**config.mk**
```make
export PLATFORM = sky130hd
export DESIGN_NAME = eight_queens_fixed_search_unit
export DESIGN_NICKNAME = d
export VERILOG_FILES = /design/src/eqfs_pkg.sv /design/src/eqfs_dp.sv /design/src/eqfs_ctrl.sv /design/src/eight_queens_fixed_search_unit.sv
export SDC_FILE = /design/constraint.sdc
export NUM_CORES = 1
export LEC_CHECK = 0
export BUFFER_PORTS_ARGS = -buffer_cell sky130_fd_sc_hd__buf_4
export CAP_MARGIN = 20
export CORE_ASPECT_RATIO = 1.75
export CORE_MARGIN = 2
export CORE_UTILIZATION = 35
export DETAILED_ROUTE_END_ITERATION = 8
export PLACE_DENSITY_LB_ADDON = 0.3
export SYNTH_ARGS = -nofsm -noshare
export SYNTH_HDL_FRONTEND = slang
export SYNTH_SLANG_ARGS = --single-unit
```
**constraint.sdc**
```tcl
create_clock -name clk -period 11.22 [get_ports clk]
set_clock_uncertainty 0.05 [all_clocks]
set_input_delay 2.244 -clock clk [delete_from_list [all_inputs] [get_ports clk]]
set_output_delay 2.244 -clock clk [all_outputs]
set_load 0.05 [all_outputs]
```
**src/eqfs_pkg.sv**
```systemverilog
// shared types and constants for the eight queens fixed search unit
`default_nettype none
package eqfs_pkg;

	localparam int BOARD_SIZE = 8;
	localparam int RowW       = $clog2(BOARD_SIZE);
	localparam int ColW       = 3;
	localparam int MaskW      = 8;
	localparam int FixColW    = 24;
	localparam int CfgIdxW    = 1;
	localparam int CfgDataW   = 24;

	localparam logic [CfgIdxW-1:0] REG_FIXED_ROW_MASK = 1'b0;
	localparam logic [CfgIdxW-1:0] REG_FIXED_COLUMNS  = 1'b1;

	typedef enum logic [1:0] {
		ST_IDLE,
		ST_SEARCH,
		ST_EMIT
	} state_t;

	typedef struct packed {
		logic load;       // load identity order, start a search
		logic step;       // advance to the next lexicographic order
		logic clr_row;    // clear the result row counter
		logic emit;       // put out the row at the counter
		logic emit_fail;  // put out the single no-placement result
	} dp_cmd_t;

	typedef struct packed {
		logic ok;         // current order satisfies every constraint
		logic more;       // a next order exists before wrapping
		logic last_row;   // row counter is on the final row
	} dp_stat_t;

endpackage
`default_nettype wire

```
**src/eqfs_dp.sv**
```systemverilog
// datapath: configuration, permutation register, checker, next-order logic, result registers
`default_nettype none
module eqfs_dp import eqfs_pkg::*; (
	input  wire logic                clk,
	input  wire logic                arst_n,
	input  wire logic                cfg_we,
	input  wire logic [CfgIdxW-1:0]  cfg_index,
	input  wire logic [CfgDataW-1:0] cfg_wdata,
	input  wire dp_cmd_t             cmd,
	output dp_stat_t                 stat,
	output logic                     valid,
	output logic [2:0]               row,
	output logic [2:0]               column,
	output logic                     found,
	output logic                     last
);

	logic [MaskW-1:0]   mask_q;
	logic [FixColW-1:0] fixcol_q;
	logic [ColW-1:0]    perm_q [BOARD_SIZE];
	logic [ColW-1:0]    perm_nxt [BOARD_SIZE];
	logic [RowW-1:0]    row_cnt_q;
	logic               ok;
	logic               piv_found;
	logic [RowW-1:0]    piv;
	logic [RowW-1:0]    succ;

	logic               valid_q;
	logic [2:0]         row_q;
	logic [2:0]         column_q;
	logic               found_q;
	logic               last_q;

	// configuration registers
	always_ff @(posedge clk or negedge arst_n) begin
		if (!arst_n) begin
			mask_q   <= '0;
			fixcol_q <= '0;
		end else if (cfg_we) begin
			case (cfg_index)
				REG_FIXED_ROW_MASK: mask_q   <= cfg_wdata[MaskW-1:0];
				REG_FIXED_COLUMNS:  fixcol_q <= cfg_wdata[FixColW-1:0];
				default: ;
			endcase
		end
	end

	// fixed rows and diagonal check of the current order
	always_comb begin
		logic [ColW-1:0] dc;
		ok = 1'b1;
		for (int i = 0; i < BOARD_SIZE; i++) begin
			if (mask_q[i] && (perm_q[i] != fixcol_q[3*i +: 3]))
				ok = 1'b0;
		end
		for (int i = 0; i < BOARD_SIZE; i++) begin
			for (int j = i + 1; j < BOARD_SIZE; j++) begin
				dc = (perm_q[i] > perm_q[j]) ? perm_q[i] - perm_q[j]
				                             : perm_q[j] - perm_q[i];
				if (dc == ColW'(j - i))
					ok = 1'b0;
			end
		end
	end

	// next lexicographic order: pivot, successor, swap and reversed tail
	always_comb begin
		logic [RowW:0] src;
		logic [ColW-1:0] pv;
		piv_found = 1'b0;
		piv       = '0;
		for (int k = 0; k < BOARD_SIZE - 1; k++) begin
			if (perm_q[k] < perm_q[k+1]) begin
				piv_found = 1'b1;
				piv       = RowW'(k);
			end
		end
		pv   = perm_q[piv];
		succ = '0;
		for (int k = 0; k < BOARD_SIZE; k++) begin
			if ((RowW'(k) > piv) && (perm_q[k] > pv))
				succ = RowW'(k);
		end
		for (int k = 0; k < BOARD_SIZE; k++) begin
			src = (RowW+1)'(BOARD_SIZE) + {1'b0, piv} - (RowW+1)'(k);
			if (!piv_found) begin
				perm_nxt[k] = perm_q[BOARD_SIZE-1-k];
			end else if (RowW'(k) < piv) begin
				perm_nxt[k] = perm_q[k];
			end else if (RowW'(k) == piv) begin
				perm_nxt[k] = perm_q[succ];
			end else if (src[RowW-1:0] == succ) begin
				perm_nxt[k] = pv;
			end else begin
				perm_nxt[k] = perm_q[src[RowW-1:0]];
			end
		end
	end

	always_ff @(posedge clk) begin
		for (int k = 0; k < BOARD_SIZE; k++) begin
			if (cmd.load)
				perm_q[k] <= ColW'(k);
			else if (cmd.step)
				perm_q[k] <= perm_nxt[k];
		end
	end

	always_ff @(posedge clk or negedge arst_n) begin
		if (!arst_n)
			row_cnt_q <= '0;
		else if (cmd.clr_row)
			row_cnt_q <= '0;
		else if (cmd.emit)
			row_cnt_q <= row_cnt_q + 1'b1;
	end

	// result registers
	always_ff @(posedge clk or negedge arst_n) begin
		if (!arst_n)
			valid_q <= 1'b0;
		else
			valid_q <= cmd.emit | cmd.emit_fail;
	end

	always_ff @(posedge clk) begin
		if (cmd.emit) begin
			row_q    <= 3'(row_cnt_q);
			column_q <= 3'(perm_q[row_cnt_q]);
			found_q  <= 1'b1;
			last_q   <= (row_cnt_q == RowW'(BOARD_SIZE - 1));
		end else if (cmd.emit_fail) begin
			row_q    <= '0;
			column_q <= '0;
			found_q  <= 1'b0;
			last_q   <= 1'b1;
		end
	end

	assign stat.ok       = ok;
	assign stat.more     = piv_found;
	assign stat.last_row = (row_cnt_q == RowW'(BOARD_SIZE - 1));

	assign valid  = valid_q;
	assign row    = row_q;
	assign column = column_q;
	assign found  = found_q;
	assign last   = last_q;

endmodule
`default_nettype wire

```
**src/eqfs_ctrl.sv**
```systemverilog
// controller state machine for the search and result sequence
`default_nettype none
module eqfs_ctrl import eqfs_pkg::*; (
	input  wire logic     clk,
	input  wire logic     arst_n,
	input  wire logic     start,
	input  wire logic     start_req,
	input  wire dp_stat_t stat,
	output dp_cmd_t       cmd,
	output logic          busy
);

	state_t state_q;
	state_t state_nxt;

	always_ff @(posedge clk or negedge arst_n) begin
		if (!arst_n)
			state_q <= ST_IDLE;
		else
			state_q <= state_nxt;
	end

	always_comb begin
		state_nxt = state_q;
		cmd       = '0;
		busy      = 1'b1;
		case (state_q)
			ST_IDLE: begin
				busy = 1'b0;
				if (start && start_req) begin
					cmd.load  = 1'b1;
					state_nxt = ST_SEARCH;
				end
			end
			ST_SEARCH: begin
				if (stat.ok) begin
					cmd.clr_row = 1'b1;
					state_nxt   = ST_EMIT;
				end else if (stat.more) begin
					cmd.step = 1'b1;
				end else begin
					// wrapped past the last order: report no placement
					cmd.step      = 1'b1;
					cmd.emit_fail = 1'b1;
					state_nxt     = ST_IDLE;
				end
			end
			ST_EMIT: begin
				cmd.emit = 1'b1;
				if (stat.last_row)
					state_nxt = ST_IDLE;
			end
			default: begin
				state_nxt = ST_IDLE;
			end
		endcase
	end

endmodule
`default_nettype wire

```
**src/eight_queens_fixed_search_unit.sv**
```systemverilog
// top level of the eight queens search with pre-placed queens
// a search checks k orders (1..40320) before its first result beat, found or not
// one order is checked per cycle by the single checker and next-order unit in the datapath
// a found placement gives 8 result beats on consecutive cycles, none found gives one beat
// busy is high while searching or emitting, low when the last beat is valid; results cannot stall
// arst_n clears the controller, configuration and result strobe; the board is reloaded per start
`default_nettype none
module eight_queens_fixed_search_unit import eqfs_pkg::*; (
	input  wire logic                clk,
	input  wire logic                arst_n,
	// command channel
	input  wire logic                start,
	input  wire logic                start_req,
	output logic                     busy,
	// configuration write port
	input  wire logic                cfg_we,
	input  wire logic [CfgIdxW-1:0]  cfg_index,
	input  wire logic [CfgDataW-1:0] cfg_wdata,
	// result channel, one beat per cycle of valid
	output logic                     valid,
	output logic [2:0]               row,
	output logic [2:0]               column,
	output logic                     found,
	output logic                     last
);

	// command and status between controller and datapath
	dp_cmd_t  cmd;
	dp_stat_t stat;

	// controller: idle, search one order per cycle, then stream the rows or report no placement
	eqfs_ctrl u_ctrl (
		.clk       (clk),
		.arst_n    (arst_n),
		.start     (start),
		.start_req (start_req),
		.stat      (stat),
		.cmd       (cmd),
		.busy      (busy)
	);

	// datapath: permutation register, constraint checker, next-order logic
	eqfs_dp u_dp (
		.clk       (clk),
		.arst_n    (arst_n),
		.cfg_we    (cfg_we),
		.cfg_index (cfg_index),
		.cfg_wdata (cfg_wdata),
		.cmd       (cmd),
		.stat      (stat),
		.valid     (valid),
		.row       (row),
		.column    (column),
		.found     (found),
		.last      (last)
	);

endmodule
`default_nettype wire
```
==> impl_metrics.csv <==
group,metric,value,unit
routing,wl,38.84,mm
finish,layout_common_cells,"sky130_fd_sc_hd__ha_1 (149), sky130_fd_sc_hd__buf_4 (71), sky130_fd_sc_hd__inv_1 (60)",
floorplanning,floorplan.rows,81,
logic_synthesis,number_of_synthesized_flops_with_an_enable_pin,31,
routing,first_iter_violations,708,
clock_tree,cts_hold_buf,0,
timing,rsz0062_at_grt,"false",
timing,post_route_setup_tns,0,ps
logic_synthesis,yosys_most_used_dff,"sky130_fd_sc_hd__dfrtp_1",
finish,area_growth_syn_to_layout,11.86,%
placement,dp_hpwl,28.68,mm
outcome,outcome,"completed",
routing,dr_total_vias,9018,
setup_path,worst_ep_arrival_time,7830,ps
global_routing,wire_length_of_the_first_global_routing_pass,57.66,mm
timing,min_period,7728,ps
floorplanning,fp.dieArea,29940,µm²
finish,final_common_cell,"sky130_fd_sc_hd__ha_1",
floorplanning,number_of_placed_i_o_pins,40,
logic_synthesis,netlist_area,9983,µm²
clock_tree,clk_pin_slew_worst_paths,60,ps
placement,port_bufs,39,
logic_synthesis,yosys_register_bits,70,
setup_path,crit_path_start_kind,"flip-flop",
logic_synthesis,mappedNetlistNets,1239,
floorplanning,fp.dieH,227.4,µm
clock_tree,number_of_clock_sinks,70,
routing,avgViaCountPerCell,6.211,
floorplanning,placeableCoreArea,27970,µm²
finish,final_nets,1285,
floorplanning,floorplan.initialDensity,35.69,%
setup_path,worstPathRequired,11320,ps
logic_synthesis,postSynthCellCount,1028,
timing,timing_worst_slew_pin_value,1195,ps
routing,routed-wl-met2,19.17,mm
logic_synthesis,yosysSeqAreaShare,19.05,%
timing,final-hold-violation-count,0,
routing,ant_nets,0,
finish,drive_above_1_share,16.96,%
timing,timing.fmax,129.4,MHz
finish,antenna_cells_inserted,0,
timing,report.final.slew_viol_count,0,
timing,slew-limit-headroom,20.12,%
clock_tree,postCtsSetupBuffers,0,
clock_tree,cts_resized,0,
timing,period_share,68.88,%
routing,route.detailed.wl_per_inst,26.75,µm
routing,met1_length,13.37,mm
setup_path,path_class,"flip-flop to flip-flop",
global_routing,grt_antenna_before_repair,0,
global_routing,globalRouteOverflowTotal,0,
clock_tree,cts_made_buffers,9,
routing,met3_length,2.407,mm
global_routing,first_global_vias,9272,
routing,first_pass_iters,6,
clock_tree,cts_tree,"yes",
clock_tree,clk-insertion-delay-late,340,ps
placement,routabilityCongestion,0.9995,
clock_tree,clk_path_buf_depth,2,
worst_hold_path,timing.hold.worst.class,"flip-flop to flip-flop",
logic_synthesis,synth_cell_type_count,96,
logic_synthesis,post_synth.cell_area_avg,9.711,µm²
logic_synthesis,synthArstFlopShare,54.29,%
global_routing,gr-usage-all-layers,25.92,%
clock_tree,clk_tree_root_cell,"sky130_fd_sc_hd__clkbuf_16",
setup_path,critical_path_fanout_max,33,
routing,route.top_layer_used,"met4",
clock_tree,clock_tree.htree_level_count,3,
floorplanning,fp.dieW,131.7,µm
job,max_capacitance_violation_count,0,
logic_synthesis,synthesis.yosys.warnings,0,
setup_path,cp_endpoint_kind,"flip-flop",
routing,drt_drc_violations_left,0,
global_routing,grt_max_degree,39,
timing,finalSetupViolations,0,
## metrics by stage
stage / cell area (µm²) / worst slack (ps) / util [%] / cells / hold slack, ps
after floorplan: 9983 / 5385 / - / 1028 / 429.6
after global placement: 10830 / 3786 / 38.72 / 1436 / 416.3
after detailed placement: 10830 / 3645 / 38.72 / 1436 / 409.4
after CTS: 11170 / 3609 / 39.92 / 1452 / 425.9
after global routing: 11170 / 3165 / 39.92 / 1452 / 453.2
final: 11170 / 3492 / 39.92 / 1452 / 423.0
## synth_stat cells, types with 8 or more instances
master | count | area share (%)
sky130_fd_sc_hd__a211oi_1 | 19 | 1.4
sky130_fd_sc_hd__a21oi_1 | 56 | 2.8
sky130_fd_sc_hd__a22oi_1 | 11 | 0.83
sky130_fd_sc_hd__a31oi_1 | 16 | 1.0
sky130_fd_sc_hd__and2_1 | 9 | 0.56
sky130_fd_sc_hd__clkbuf_1 | 19 | 0.71
sky130_fd_sc_hd__dfrtp_1 | 38 | 9.5
sky130_fd_sc_hd__edfxtp_1 | 31 | 9.3
sky130_fd_sc_hd__fa_1 | 32 | 6.4
sky130_fd_sc_hd__ha_1 | 149 | 19
sky130_fd_sc_hd__inv_1 | 60 | 2.3
sky130_fd_sc_hd__mux2_2 | 41 | 4.6
sky130_fd_sc_hd__mux2i_1 | 55 | 5.5
sky130_fd_sc_hd__mux4_2 | 17 | 3.8
sky130_fd_sc_hd__nand2_1 | 57 | 2.1
sky130_fd_sc_hd__nand2b_1 | 11 | 0.69
sky130_fd_sc_hd__nand3_1 | 27 | 1.4
sky130_fd_sc_hd__nand4_1 | 9 | 0.56
sky130_fd_sc_hd__nor2_1 | 36 | 1.4
sky130_fd_sc_hd__nor2b_1 | 29 | 1.8
sky130_fd_sc_hd__nor3_1 | 26 | 1.3
sky130_fd_sc_hd__o211ai_1 | 11 | 0.83
sky130_fd_sc_hd__o21a_1 | 8 | 0.60
sky130_fd_sc_hd__o21ai_0 | 38 | 1.9
sky130_fd_sc_hd__o31ai_1 | 15 | 1.1
sky130_fd_sc_hd__xnor2_1 | 24 | 2.1
sky130_fd_sc_hd__xor2_1 | 27 | 2.4
## layer usage
metal,global-route usage (%),vias to the layer above
met2,46.41,445
met4,21.98,0
met5,0,-
met3,3.696,186
li1,-,3980
met1,26.70,4407
## state kept, by name, indices dropped and copies added (netlist names)
name	count
u_ctrl.state_q	2
u_dp.column	3
u_dp.fixcol_q	24
u_dp.found	1
u_dp.last	1
u_dp.mask_q	8
u_dp.perm_q	24
u_dp.row	3
u_dp.row_cnt_q	3
u_dp.valid	1
## critical path: stages (launching register included)
cell                       delay (ps)
sky130_fd_sc_hd__edfxtp_1         930
sky130_fd_sc_hd__inv_1            490
sky130_fd_sc_hd__ha_1             440
sky130_fd_sc_hd__nand3b_1         110
sky130_fd_sc_hd__and2_1           200
sky130_fd_sc_hd__o211ai_1         470
sky130_fd_sc_hd__nand2_1          100
sky130_fd_sc_hd__buf_4            280
sky130_fd_sc_hd__a21oi_1          260
sky130_fd_sc_hd__mux2i_1          150
sky130_fd_sc_hd__mux2_2           350
sky130_fd_sc_hd__inv_1            390
sky130_fd_sc_hd__ha_1             350
sky130_fd_sc_hd__nor2b_1          140
sky130_fd_sc_hd__o21a_1           180
sky130_fd_sc_hd__o211ai_1         360
sky130_fd_sc_hd__nor3_2           130
sky130_fd_sc_hd__a211o_4          390
sky130_fd_sc_hd__a211oi_4         330
sky130_fd_sc_hd__or2_1            580
sky130_fd_sc_hd__nor2_1           210
sky130_fd_sc_hd__mux2_1           370
sky130_fd_sc_hd__a31oi_1          250
## final cells by class
type	count	area (µm²)
clock inverter	2	17.52
tap	373	466.7
fill	2857	16800
clock buffer	14	317.8
timing repair buffer	71	533.0
inverter	63	236.5
sequential	70	1902
multi-input combinational	859	7694
## path summary, 6_finish.rpt
path / startpoint / to / slack (ps) / cells past startpoint
max in group asynchronous: arst_n / u_dp.fixcol_q[22] / 8960 / 1
max reg2reg: u_dp.perm_q[3][1] / u_dp.perm_q[3][1] / 3490 / 22
min: u_dp.found / u_dp.found / 420 / 2
max: u_dp.perm_q[3][1] / u_dp.perm_q[3][1] / 3490 / 22
min reg2reg: u_dp.found / u_dp.found / 420 / 2
min in group asynchronous: arst_n / u_dp.fixcol_q[15] / 1810 / 1
## logic make-up (layout without fill, tap and decap cells)
group | Yosys count | after routing | synth area share [%]
xor gates and xnor gates | 52 | 52 | 4.637
DFF | 70 | 70 | 19.05
muxes | 115 | 115 | 14.20
AOI/OAI and AO/OA | 264 | 264 | 19.69
buffers and inverters | 99 | 150 | 3.998
and+or+nand+nor | 247 | 247 | 13.33
adders and majority gates | 181 | 181 | 25.09
Power is left out: the tool's default activity adds up to more than one toggle a clock period on the data nets, which glitch-free logic cannot reach.
